## config.mk

```make
export PLATFORM = sky130hd
export DESIGN_NAME = sentence_boundary_marker_core
export DESIGN_NICKNAME = d
export VERILOG_FILES = /design/src/sbm_pkg.sv /design/src/sbm_in_stage.sv /design/src/sbm_window.sv /design/src/sbm_out_stage.sv /design/src/sentence_boundary_marker_core.sv
export SDC_FILE = /design/constraint.sdc
export NUM_CORES = 1
export LEC_CHECK = 0
export BUFFER_PORTS_ARGS = -buffer_cell sky130_fd_sc_hd__buf_2
export CELL_PAD_IN_SITES_DETAIL_PLACEMENT = 1
export CELL_PAD_IN_SITES_GLOBAL_PLACEMENT = 1
export CORE_MARGIN = 1.5
export CORE_UTILIZATION = 48
export DETAILED_ROUTE_END_ITERATION = 7
export GPL_TIMING_DRIVEN = 0
export HOLD_SLACK_MARGIN = 0.12
export MAX_ROUTING_LAYER = met4
export PLACE_DENSITY = 0.82
export SLEW_MARGIN = 20
export SYNTH_ARGS = -nofsm -noshare
export SYNTH_HDL_FRONTEND = slang
export SYNTH_SLANG_ARGS = --single-unit
```

## constraint.sdc

```tcl
create_clock -name clk -period 2.6 [get_ports clk]
set_input_delay 0.39 -clock clk [delete_from_list [all_inputs] [get_ports clk]]
set_output_delay 0.39 -clock clk [all_outputs]
set_load 0.02 [all_outputs]
```

## src/sbm_pkg.sv

```systemverilog
// Types, character constants and the boundary decision function of the sentence boundary marker.
package sbm_pkg;

    // Character codes
    localparam logic [7:0] CH_PERIOD   = 8'h2E;
    localparam logic [7:0] CH_QUESTION = 8'h3F;
    localparam logic [7:0] CH_BANG     = 8'h21;
    localparam logic [7:0] CH_COMMA    = 8'h2C;
    localparam logic [7:0] CH_SPACE    = 8'h20;
    localparam logic [7:0] CH_TAB      = 8'h09;
    localparam logic [7:0] CH_CR       = 8'h0D;
    localparam logic [7:0] CH_UPPER_M  = 8'h4D;
    localparam logic [7:0] CH_UPPER_D  = 8'h44;
    localparam logic [7:0] CH_UPPER_J  = 8'h4A;
    localparam logic [7:0] CH_LOWER_R  = 8'h72;
    localparam logic [7:0] CH_LOWER_S  = 8'h73;
    localparam logic [7:0] CH_LOWER_A  = 8'h61;
    localparam logic [7:0] CH_LOWER_Z  = 8'h7A;
    localparam logic [7:0] CH_UPPER_A  = 8'h41;
    localparam logic [7:0] CH_UPPER_Z  = 8'h5A;
    localparam logic [7:0] CH_DIGIT_0  = 8'h30;
    localparam logic [7:0] CH_DIGIT_9  = 8'h39;

    // Window depth figures
    localparam int unsigned WIN_DEPTH = 3;

    typedef struct packed {
        logic [7:0] text_byte;
        logic       end_of_text;
    } in_item_t;

    typedef struct packed {
        logic [7:0] out_byte;
        logic       ends_sentence;
        logic       dropped;
        logic       last_out;
    } out_item_t;

    // Result handed from the window to the output register
    typedef struct packed {
        logic      valid;
        out_item_t item;
    } res_xfer_t;

    // Window state: behind[0] is the newest decided byte, pending[0] the oldest undecided
    typedef struct packed {
        logic [WIN_DEPTH-1:0][7:0] behind;
        logic [WIN_DEPTH-1:0][7:0] pending;
        logic [1:0]                count;
        logic [1:0]                pos;
        logic                      run;
        logic                      skip;
    } win_state_t;

    typedef struct packed {
        win_state_t nxt;
        out_item_t  res;
    } decide_t;

    localparam win_state_t WIN_RESET = '0;

    function automatic logic is_space(logic [7:0] c);
        return (c == CH_SPACE) || (c >= CH_TAB && c <= CH_CR);
    endfunction

    function automatic logic is_lower(logic [7:0] c);
        return (c >= CH_LOWER_A) && (c <= CH_LOWER_Z);
    endfunction

    function automatic logic is_upper(logic [7:0] c);
        return (c >= CH_UPPER_A) && (c <= CH_UPPER_Z);
    endfunction

    function automatic logic is_alpha(logic [7:0] c);
        return is_lower(c) || is_upper(c);
    endfunction

    function automatic logic is_digit(logic [7:0] c);
        return (c >= CH_DIGIT_0) && (c <= CH_DIGIT_9);
    endfunction

    function automatic logic is_mark(logic [7:0] c);
        return (c == CH_PERIOD) || (c == CH_QUESTION) || (c == CH_BANG);
    endfunction

    // Decide the oldest pending byte, produce its result and shift the window
    function automatic decide_t decide_step(win_state_t s, logic have1, logic have2);
        decide_t    d;
        logic [7:0] c;
        logic [7:0] n1;
        logic [7:0] n2;
        logic [7:0] p1;
        logic [7:0] p2;
        logic [7:0] p3;
        logic       next_period;
        logic       title;
        logic       rej;
        logic       ends;
        c  = s.pending[0];
        n1 = have1 ? s.pending[1] : 8'h00;
        n2 = have2 ? s.pending[2] : 8'h00;
        p1 = s.behind[0];
        p2 = s.behind[1];
        p3 = s.behind[2];
        next_period = have1 && (n1 == CH_PERIOD);

        // Mr. Dr. Jr. and Mrs. before a period
        title = ((s.pos >= 2'd2) && (p1 == CH_LOWER_R)
                 && ((p2 == CH_UPPER_M) || (p2 == CH_UPPER_D) || (p2 == CH_UPPER_J)))
             || ((s.pos == 2'd3) && (p3 == CH_UPPER_M) && (p2 == CH_LOWER_R)
                 && (p1 == CH_LOWER_S));

        rej = (have2 && is_space(n1) && is_lower(n2))
           || (have1 && is_digit(n1))
           || ((c == CH_PERIOD) && title)
           || (have1 && is_alpha(p1) && is_alpha(n1))
           || (have1 && (n1 == CH_COMMA));

        d    = '0;
        d.nxt = s;
        ends = 1'b0;
        if (s.run)
        begin
            if (!next_period)
            begin
                ends      = 1'b1;
                d.nxt.run = 1'b0;
            end
        end
        else if (is_mark(c) && (s.pos != 2'd0) && !rej)
        begin
            if (next_period)
                d.nxt.run = 1'b1;
            else
                ends = 1'b1;
        end

        d.res.out_byte      = c;
        d.res.ends_sentence = ends;
        d.res.dropped       = s.skip;
        d.res.last_out      = 1'b0;

        d.nxt.skip       = ends;
        d.nxt.behind[2]  = p2;
        d.nxt.behind[1]  = p1;
        d.nxt.behind[0]  = c;
        d.nxt.pos        = (s.pos == 2'd3) ? 2'd3 : s.pos + 2'd1;
        d.nxt.pending[0] = s.pending[1];
        d.nxt.pending[1] = s.pending[2];
        d.nxt.pending[2] = 8'h00;
        d.nxt.count      = (s.count != 2'd0) ? s.count - 2'd1 : 2'd0;
        return d;
    endfunction

endpackage

```

## src/sbm_in_stage.sv

```systemverilog
// Input register of the sentence boundary marker.
module sbm_in_stage (
    input  logic             clk,
    input  logic             rst_n,
    input  logic             text_valid,
    output logic             text_stall,
    input  sbm_pkg::in_item_t text_data,
    input  logic             take,
    output logic             held_valid,
    output sbm_pkg::in_item_t held_item
);
    import sbm_pkg::*;

    logic     valid_reg;
    in_item_t item_reg;

    // Hold the current item until the window takes it
    assign text_stall = valid_reg && !take;
    assign held_valid = valid_reg;
    assign held_item  = item_reg;

    // Load a new transfer whenever the register is free or being emptied
    always_ff @(posedge clk or negedge rst_n)
    begin
        if (!rst_n)
            valid_reg <= 1'b0;
        else if (!text_stall)
            valid_reg <= text_valid;
    end

    always_ff @(posedge clk)
    begin
        if (!text_stall)
            item_reg <= text_data;
    end

endmodule

```

## src/sbm_window.sv

```systemverilog
// Byte window, boundary decision and end-of-text drain of the sentence boundary marker.
module sbm_window (
    input  logic              clk,
    input  logic              rst_n,
    input  logic              held_valid,
    input  sbm_pkg::in_item_t held_item,
    output logic              take,
    input  logic              out_free,
    output sbm_pkg::res_xfer_t res
);
    import sbm_pkg::*;

    win_state_t st_reg;
    win_state_t st_next;
    logic       drain_reg;
    logic       drain_next;
    win_state_t pushed;
    win_state_t src;
    logic [1:0] push_idx;
    decide_t    dec;

    // Append the held byte to the pending bytes
    always_comb
    begin
        push_idx = (st_reg.count > 2'd2) ? 2'd2 : st_reg.count;
        pushed   = st_reg;
        pushed.pending[push_idx] = held_item.text_byte;
        pushed.count             = push_idx + 2'd1;
    end

    // One shared decision: drain works on the stored window, otherwise on the pushed one
    assign src = drain_reg ? st_reg : pushed;
    assign dec = decide_step(src, src.count >= 2'd2, src.count == 2'd3);

    assign take = held_valid && out_free && !drain_reg;

    // Advance the window and emit at most one result per cycle
    always_comb
    begin
        st_next    = st_reg;
        drain_next = drain_reg;
        res        = '0;
        res.item   = dec.res;
        if (out_free)
        begin
            if (drain_reg)
            begin
                res.valid         = 1'b1;
                res.item.last_out = (st_reg.count == 2'd1);
                if (st_reg.count == 2'd1)
                begin
                    st_next    = WIN_RESET;
                    drain_next = 1'b0;
                end
                else
                begin
                    st_next = dec.nxt;
                end
            end
            else if (held_valid)
            begin
                if (held_item.end_of_text)
                begin
                    res.valid         = 1'b1;
                    res.item.last_out = (pushed.count == 2'd1);
                    if (pushed.count == 2'd1)
                    begin
                        st_next = WIN_RESET;
                    end
                    else
                    begin
                        st_next    = dec.nxt;
                        drain_next = 1'b1;
                    end
                end
                else if (pushed.count == 2'd3)
                begin
                    res.valid = 1'b1;
                    st_next   = dec.nxt;
                end
                else
                begin
                    st_next = pushed;
                end
            end
        end
    end

    always_ff @(posedge clk or negedge rst_n)
    begin
        if (!rst_n)
        begin
            st_reg    <= WIN_RESET;
            drain_reg <= 1'b0;
        end
        else
        begin
            st_reg    <= st_next;
            drain_reg <= drain_next;
        end
    end

endmodule

```

## src/sbm_out_stage.sv

```systemverilog
// Output register of the sentence boundary marker.
module sbm_out_stage (
    input  logic               clk,
    input  logic               rst_n,
    input  sbm_pkg::res_xfer_t res,
    output logic               out_free,
    output logic               mark_valid,
    input  logic               mark_stall,
    output sbm_pkg::out_item_t mark_data
);
    import sbm_pkg::*;

    logic      valid_reg;
    out_item_t item_reg;

    // Free when empty or when the current result transfers this cycle
    assign out_free   = !valid_reg || !mark_stall;
    assign mark_valid = valid_reg;
    assign mark_data  = item_reg;

    always_ff @(posedge clk or negedge rst_n)
    begin
        if (!rst_n)
            valid_reg <= 1'b0;
        else if (out_free)
            valid_reg <= res.valid;
    end

    always_ff @(posedge clk)
    begin
        if (out_free && res.valid)
            item_reg <= res.item;
    end

endmodule

```

## src/sentence_boundary_marker_core.sv

```systemverilog
// Top level of the sentence boundary marker.
//
// Takes one text byte per cycle while the input is not stalled and returns each byte two bytes
// later with its sentence-end and dropped flags. An input transfer passes an input register, the
// window logic and an output register, so a result is registered in the output register when the
// window takes the transfer that completes it, and is offered from there. The window keeps two
// bytes of lookahead, so a byte's result leaves only once two more bytes have arrived; the byte
// marked end_of_text releases the remaining one to three results, one per cycle through the single
// decision unit while the output side does not stall, and the input stalls while they drain. The
// last of those carries last_out, after which the window is back in its reset state. Otherwise one
// byte is taken in every cycle that the output side does not stall.
module sentence_boundary_marker_core (
    input  logic               clk,
    input  logic               rst_n,
    input  logic               text_valid,
    output logic               text_stall,
    input  sbm_pkg::in_item_t  text_data,
    output logic               mark_valid,
    input  logic               mark_stall,
    output sbm_pkg::out_item_t mark_data
);
    import sbm_pkg::*;

    logic      take;
    logic      held_valid;
    in_item_t  held_item;
    logic      out_free;
    res_xfer_t res;

    sbm_in_stage u_in (
        .clk        (clk),
        .rst_n      (rst_n),
        .text_valid (text_valid),
        .text_stall (text_stall),
        .text_data  (text_data),
        .take       (take),
        .held_valid (held_valid),
        .held_item  (held_item)
    );

    sbm_window u_win (
        .clk        (clk),
        .rst_n      (rst_n),
        .held_valid (held_valid),
        .held_item  (held_item),
        .take       (take),
        .out_free   (out_free),
        .res        (res)
    );

    sbm_out_stage u_out (
        .clk        (clk),
        .rst_n      (rst_n),
        .res        (res),
        .out_free   (out_free),
        .mark_valid (mark_valid),
        .mark_stall (mark_stall),
        .mark_data  (mark_data)
    );

endmodule

```

# Word-level counts from Yosys, hierarchy flattened

Index checks and enable logic that the tools add are counted.
Widths: inputs -> output; s select.

Register bits after elaboration: 77
Input bits: 13
Output and inout port bits: 13
Word-level logic and storage cells: 144

Add/subtract/negate cells: 3
Magnitude comparators: 19
Equal/unequal tests: 18
Multiplexer cells: 34
Reduce and logical (&&, ||, !) cells: 51

Operator list:

| kind                | number |
|---|---|
| $mux 54             | 6 |
| $eq 8x7->1 const B  | 7 |
| $eq 8x6->1 const B  | 6 |
| $ge 8x7->1 const B  | 5 |
| $le 8x7->1 const B  | 5 |
| $mux 30             | 1 |
| $logic_and 1x1->1   | 27 |
| $bwmux 24           | 1 |
| $mux 8              | 3 |
| $mux 1              | 19 |
| $demux 8 s2         | 1 |
| $logic_or 1x1->1    | 13 |
| $ge 8x4->1 const B  | 1 |
| $ge 8x6->1 const B  | 1 |
| $le 8x4->1 const B  | 1 |
| $le 8x6->1 const B  | 1 |
| $eq 2x2->1 const B  | 3 |
| $mux 2              | 3 |
| $reduce_bool 2->1   | 3 |
| $logic_not 1->1     | 5 |
| $add 2x1->2 const B | 2 |
| $eq 2x1->1 const B  | 2 |
| $ge 2x2->1 const B  | 2 |
| $lt 2x3->1 const B  | 1 |
| other kinds (6)     | 6 |

# Logic depth before layout (Yosys ltp)

Depth after elaboration: 27
Gate-level depth with buffers: 9
Mapped depth without buffers: 6

# Cells and area by module

Synthesis repeated with hierarchy kept, for this count alone.

Cells, all modules: 434
Area total of the unflattened synthesis: 4023.9 sq um

By module, submodules not included:

| module        | times used | cells each | area an instance (sq um) | seq. area each (sq um) |
|---|---|---|---|---|
| sbm_window    | 1          | 406        | 3324.4                   | 1376.3 |
| sbm_out_stage | 1          | 15         | 377.9                    | 355.3 |
| sbm_in_stage  | 1          | 13         | 321.6                    | 295.3 |

# Worst setup path before layout

No wires, ideal clock.

Path type: register to register
Start point: register u_win.drain_reg
End point: register u_out.item_reg, in the netlist u_out.mark_data[2] (data pin)
Setup time: 262 ps
Arrival: 1923 ps
Required time: 2338 ps
Path slack: 416 ps
Cell stages (with the launch flop): 9
Path buffers: 2
Period minus slack after synthesis: 2184 ps
Path through: dfrtp_1 > buf_6 > or3b_1 > buf_6 > mux2_4 > a221oi_2 > a22oi_2 > o2111ai_2 > a21oi_1

RTL lines:

| item                     | line                | source |
|---|---|---|
| start: declaration       | sbm_window.sv:15    | `logic drain_reg;` |
| start signal: assignment | sbm_window.sv:99    | `drain_reg <= drain_next;` |
| end signal: assignment   | sbm_out_stage.sv:32 | `item_reg <= res.item;` |
| end: declaration         | sbm_out_stage.sv:14 | `out_item_t item_reg;` |

# Final worst setup path

Start point: register u_in.item_reg, in the netlist u_in.held_item[4]
End point: register u_win.st_reg, in the netlist u_win.pushed[0]

Cells in the longest elaborated chain, start to end: 20
Elaborated cells on any way between the ends: 52
Classes of those cells: 10 x order compare; 6 x eq/ne; 13 x mux; 23 x reduce/logical

Ends and longest elaborated chain:

| item                                     | line                               | source |
|---|---|---|
| start: declaration                       | sbm_in_stage.sv:15                 | `in_item_t item_reg;` |
| start signal: assignment                 | sbm_in_stage.sv:34                 | `item_reg <= text_data;` |
| $bwmux 24 *                              | sbm_window.sv:27                   | `pushed.pending[push_idx] = held_item.text_byte;` |
| $mux 30 *                                | sbm_window.sv:32                   | `assign src = drain_reg ? st_reg : pushed;` |
| $mux 8                                   | sbm_pkg.sv:100                     | `n1 = have1 ? s.pending[1] : 8'h00;` |
| $ge 8x4->1 or $le 8x4->1 (tied branches) | sbm_pkg.sv:63                      | `return (c == CH_SPACE) \|\| (c >= CH_TAB && c <= CH_CR);` |
| $logic_and 1x1->1                        | sbm_pkg.sv:63                      |  |
| $logic_or 1x1->1                         | sbm_pkg.sv:63                      |  |
| $logic_and 1x1->1 (2 in series)          | sbm_pkg.sv:113                     | `rej = (have2 && is_space(n1) && is_lower(n2))` |
| $logic_or 1x1->1                         | sbm_pkg.sv:114                     | `\|\| (have1 && is_digit(n1))` |
| [3 not listed]                           | --                                 |  |
| $logic_not 1->1                          | sbm_pkg.sv:130                     | `else if (is_mark(c) && (s.pos != 2'd0) && !rej)` |
| $logic_and 1x1->1                        | sbm_pkg.sv:130                     |  |
| $mux 1                                   | sbm_pkg.sv:130                     |  |
| $mux 1 *                                 | sbm_pkg.sv:122                     | `if (s.run)` |
| $mux 54, on equally long branches        | sbm_window.sv:76, sbm_window.sv:66 |  |
| $mux 54                                  | sbm_window.sv:62                   | `if (held_item.end_of_text)` |
| $mux 54                                  | sbm_window.sv:60                   | `else if (held_valid)` |
| $mux 54 *                                | sbm_window.sv:46                   | `if (drain_reg)` |
| end signal: assignment                   | sbm_window.sv:98                   | `st_reg <= st_next;` |
| end: declaration                         | sbm_window.sv:13                   | `win_state_t st_reg;` |

Mark *: on every way between the ends. The rest lies on a longest branch, timed or not. The select of a mux whose other input is x is not followed.
A chain may end at the register's enable or synchronous reset.

==> results.md <==
- Status: completed
- Main combinational cell family by area after synthesis: compound AO/OA/AOI/OAI gates
- Worst endpoint data arrival time: 2.68 ns
- Most common cell in the netlist: dfrtp_1
- Design Area, Final: 4300 um2
- Vias in the first global route: 3,285
- First-pass GRT wire length: 17,000 um
- Post-synth top cells: 57 x dfrtp_1, 36 x nand2_1, 33 x o21ai_0
- Vias: 3,117
- Clock tree buffer depth: 2
- Period Utilization, post-route: 93.2%
- Simple-gate share of the synthesized area: 17.0%
- CP Capture Type: register
- FF+latch count, synth: 77
- Core Rows: 32
- Drt pass-1 iters: 4
- Final Core Density: 55.9%
- DRC: 0
- Ranking of synthesized cells by area: dfrtp_1 38%, edfxtp_1 16%, a22o_1 5.8%
- Critical path class: reg2reg
- Initial Util: 49.3%
- Max Clk Rate: 413 MHz
- CTS root buffer: clkbuf_8
- Leak: 0.00176 uW
- Synth Area in Compound Gates: 21.9%
- Worst VDD drop: 0.541 mV
- EDFF count, synth: 20
- Htree depth: 3
- Top cell type's share of synthesized area: 37.6%
- Largest net degree at the start of global routing: 58
- Port Buffers: 25
- Total track usage: 27.2%
- Max reg flops: 28
- Clock buffer count from CTS: 9
- Die Span Y: 91.9 um
- # setup viols final: 0
- GPL Wtd Cong: 0.887
- DP Cell Count: 490
- Seq/Total Area, Yosys: 53.5%
- Maximum fanout along the worst path: 8
- Vias per cell: 6.11
- R2r startpoint: u_in.held_item[4]$_DFFE_PN_
- RR Endpoint: u_win.pushed[0]$_DFFE_PN0P_
- Adder-cell share of the synthesized area: 0%
- Wire length per cell: 20.2 um
- Hold Crit Class: in2reg
- Yosys Warn Count: 0
- Worst Hold Depth: 1
- PnR worst setup slack: 0.178 ns
- CTS clk-pin slew, worst paths: 0.09 ns
- Post-route antenna net violation count: 0
- Top Ports: 26
- Placed cell area: 4050 um2
- Max_cap viols: 0
- Netlist cell types: 55
- Worst-Skew Late Latency: 0.36 ns
- Final Max Slew Viols: 0
- Total Neg Setup Slack: 0 ns
- Final #Nets: 416
- WHS Endpoint: u_in.held_item[1]$_DFFE_PN_
- FF-to-FF path depth: 6
- Synth Area in XOR/XNOR: 0.462%
- Worst slew pin tran: 0.983 ns
- Share of layout cells above drive strength 1: 16.7%
- Pre-CTS setup slack: 0.144 ns
- Asr flop ratio synth: 74.0%
- Synth Cell Area: 3790 um2
- Core area: 7690 um2
- Endpoints failing hold: 0
- Synthesized area per cell: 10.5 um2
- Fill count: 879
- CP Launch Type: register
- Iteration-0 DRC Markers: 112
- DP HPWL: 7250 um
- CTS Sinks: 77
- Slew HR: 33.9%
- Required time of the worst setup path: 2.86 ns
- Total gr overflow: 0
- CTS tree: built
- Antenna diodes: 0
- Worst clock skew: 0.00997 ns
- Initial antenna violation count: 0
- PD cells: 1280 nW/um2
- Final Non-Filler Cells: 510
- Minimum clock period: 2.42 ns
- Mux cell area share after synthesis: 3.66%
- Mapped Cells: 362
- Drt total wl: 10,300 um
- Synthesized Nets: 375
- Top FF cell, synth: dfrtp_1
- Die ar.: 8440 um2
- HP Start: text_data[1]
- Area leader, netlist: dfrtp_1
- Worst reg-to-reg setup slack: 0.18 ns
- Area Growth Syn to Fin: 13.3%
- RSZ-0062 raised after global routing: false
- Die W: 91.9 um
[power by group]
part	switching, uW	internal [uW]	total (uW)	leakage, uW
logic	1510	901	2420	0.000717
registers	445	1730	2180	0.000958
clock network	476	446	922	0.0000899
total	2440	3080	5520	0.00176
[cell usage in the layout (no fill, tap or decap), types with 2 or more instances in the layout]
| cell type | synthesis | layout |
|---|---|---|
| clkbuf_1 | 16 | 14 |
| o22ai_1 | 3 | 3 |
| mux2_2 | 9 | 9 |
| nand3_1 | 3 | 3 |
| clkinvlp_4 | 0 | 4 |
| nor2b_1 | 5 | 5 |
| nor3_1 | 8 | 8 |
| a21oi_1 | 18 | 18 |
| nand2b_1 | 4 | 4 |
| a22oi_1 | 14 | 14 |
| buf_1 | 2 | 2 |
| o31ai_1 | 2 | 2 |
| a22o_1 | 25 | 25 |
| o21a_1 | 2 | 2 |
| buf_4 | 1 | 6 |
| clkbuf_8 | 0 | 9 |
| nor4_1 | 8 | 8 |
| nand4b_1 | 3 | 3 |
| o21ai_1 | 2 | 4 |
| buf_2 | 2 | 26 |
| nor3b_1 | 3 | 2 |
| dfrtp_1 | 57 | 57 |
| a31oi_1 | 3 | 3 |
| a41oi_1 | 2 | 2 |
| or3_1 | 3 | 3 |
| nor4b_1 | 2 | 2 |
| o211a_1 | 2 | 2 |
| inv_1 | 7 | 6 |
| nor2_1 | 25 | 25 |
| or4_1 | 6 | 6 |
| edfxtp_1 | 20 | 20 |
| o211ai_1 | 2 | 2 |
| and2_1 | 10 | 10 |
| inv_6 | 0 | 2 |
| o21ai_0 | 33 | 31 |
| nand2_1 | 36 | 36 |
| clkbuf_2 | 0 | 2 |
| buf_6 | 2 | 2 |
| and3_1 | 2 | 2 |
[per-layer routing]
metal  up-vias  GRT usage, %  share of wire (%)
met2        80          44.4                 49
met5         -             -                  0
met4         0          11.4                3.5
met1      1549          33.0                 43
li1       1455             -                  -
met3        33          5.64                3.9
[final cells by class]
class                   instances  area, um2  area share [%]
well taps                     102        128            2.97
repair buffers                 30        168            3.90
inverters                       7       30.0           0.699
flip-flops and latches         77       2030            47.2
multi-input cells             255       1640            38.1
clock buffers                   9        124            2.88
plain buffers                  23        110            2.56
clock inverters                 7       73.8            1.72
[what timing repair did]
item	CTS	global route
gates resized for setup	0	7
setup endpoints to repair	0	3
endpoints found under the hold margin	1	0
setup buffers	0	3
hold buffers	1	0
[per-stage QoR]
stage	hold WS [ns]	total power, uW
4_1_cts	0.192	5460
3_3_place_gp	0.432	4410
3_5_place_dp	0.454	4530
6_report	0.194	5520
2_1_floorplan	0.0944	3730
5_1_grt	0.179	5870
[worst max-delay path, stage by stage (launching register included)]
cell       delay (ns)
edfxtp_1         0.58
or4_1            0.57
o221ai_1         0.29
nor3b_1          0.10
o21ai_1          0.24
o2111ai_2        0.22
o311ai_1         0.32
[worst max-delay path by stage]
stage	start	end	slack, ns	cells after the start
3_5_place_dp	u_in.held_item[4]$_DFFE_PN_	u_win.pushed[0]$_DFFE_PN0P_	0.14	6
2_1_floorplan	u_win.drain_reg$_DFFE_PN0N_	u_out.mark_data[2]$_DFFE_PP_	0.42	8
5_1_grt	u_win.st_reg[5]$_DFFE_PN0P_	u_win.pushed[52]$_DFFE_PN0P_	0.02	6
6_report	u_in.held_item[4]$_DFFE_PN_	u_win.pushed[0]$_DFFE_PN0P_	0.18	6
3_3_place_gp	u_win.drain_reg$_DFFE_PN0N_	text_stall	0.01	5
4_1_cts	u_in.held_item[4]$_DFFE_PN_	u_win.pushed[0]$_DFFE_PN0P_	0.12	6
[logic make-up (layout without fill, tap and decap cells)]
| logic type | count (synthesis) | count (layout) |
|---|---|---|
| simple gates | 122 | 122 |
| compound gates | 120 | 120 |
| flops | 77 | 77 |
| buf+inv | 30 | 76 |
| mux | 11 | 11 |
| xor+xnor | 2 | 2 |
Note: power is estimated with default switching activity, not from simulation.
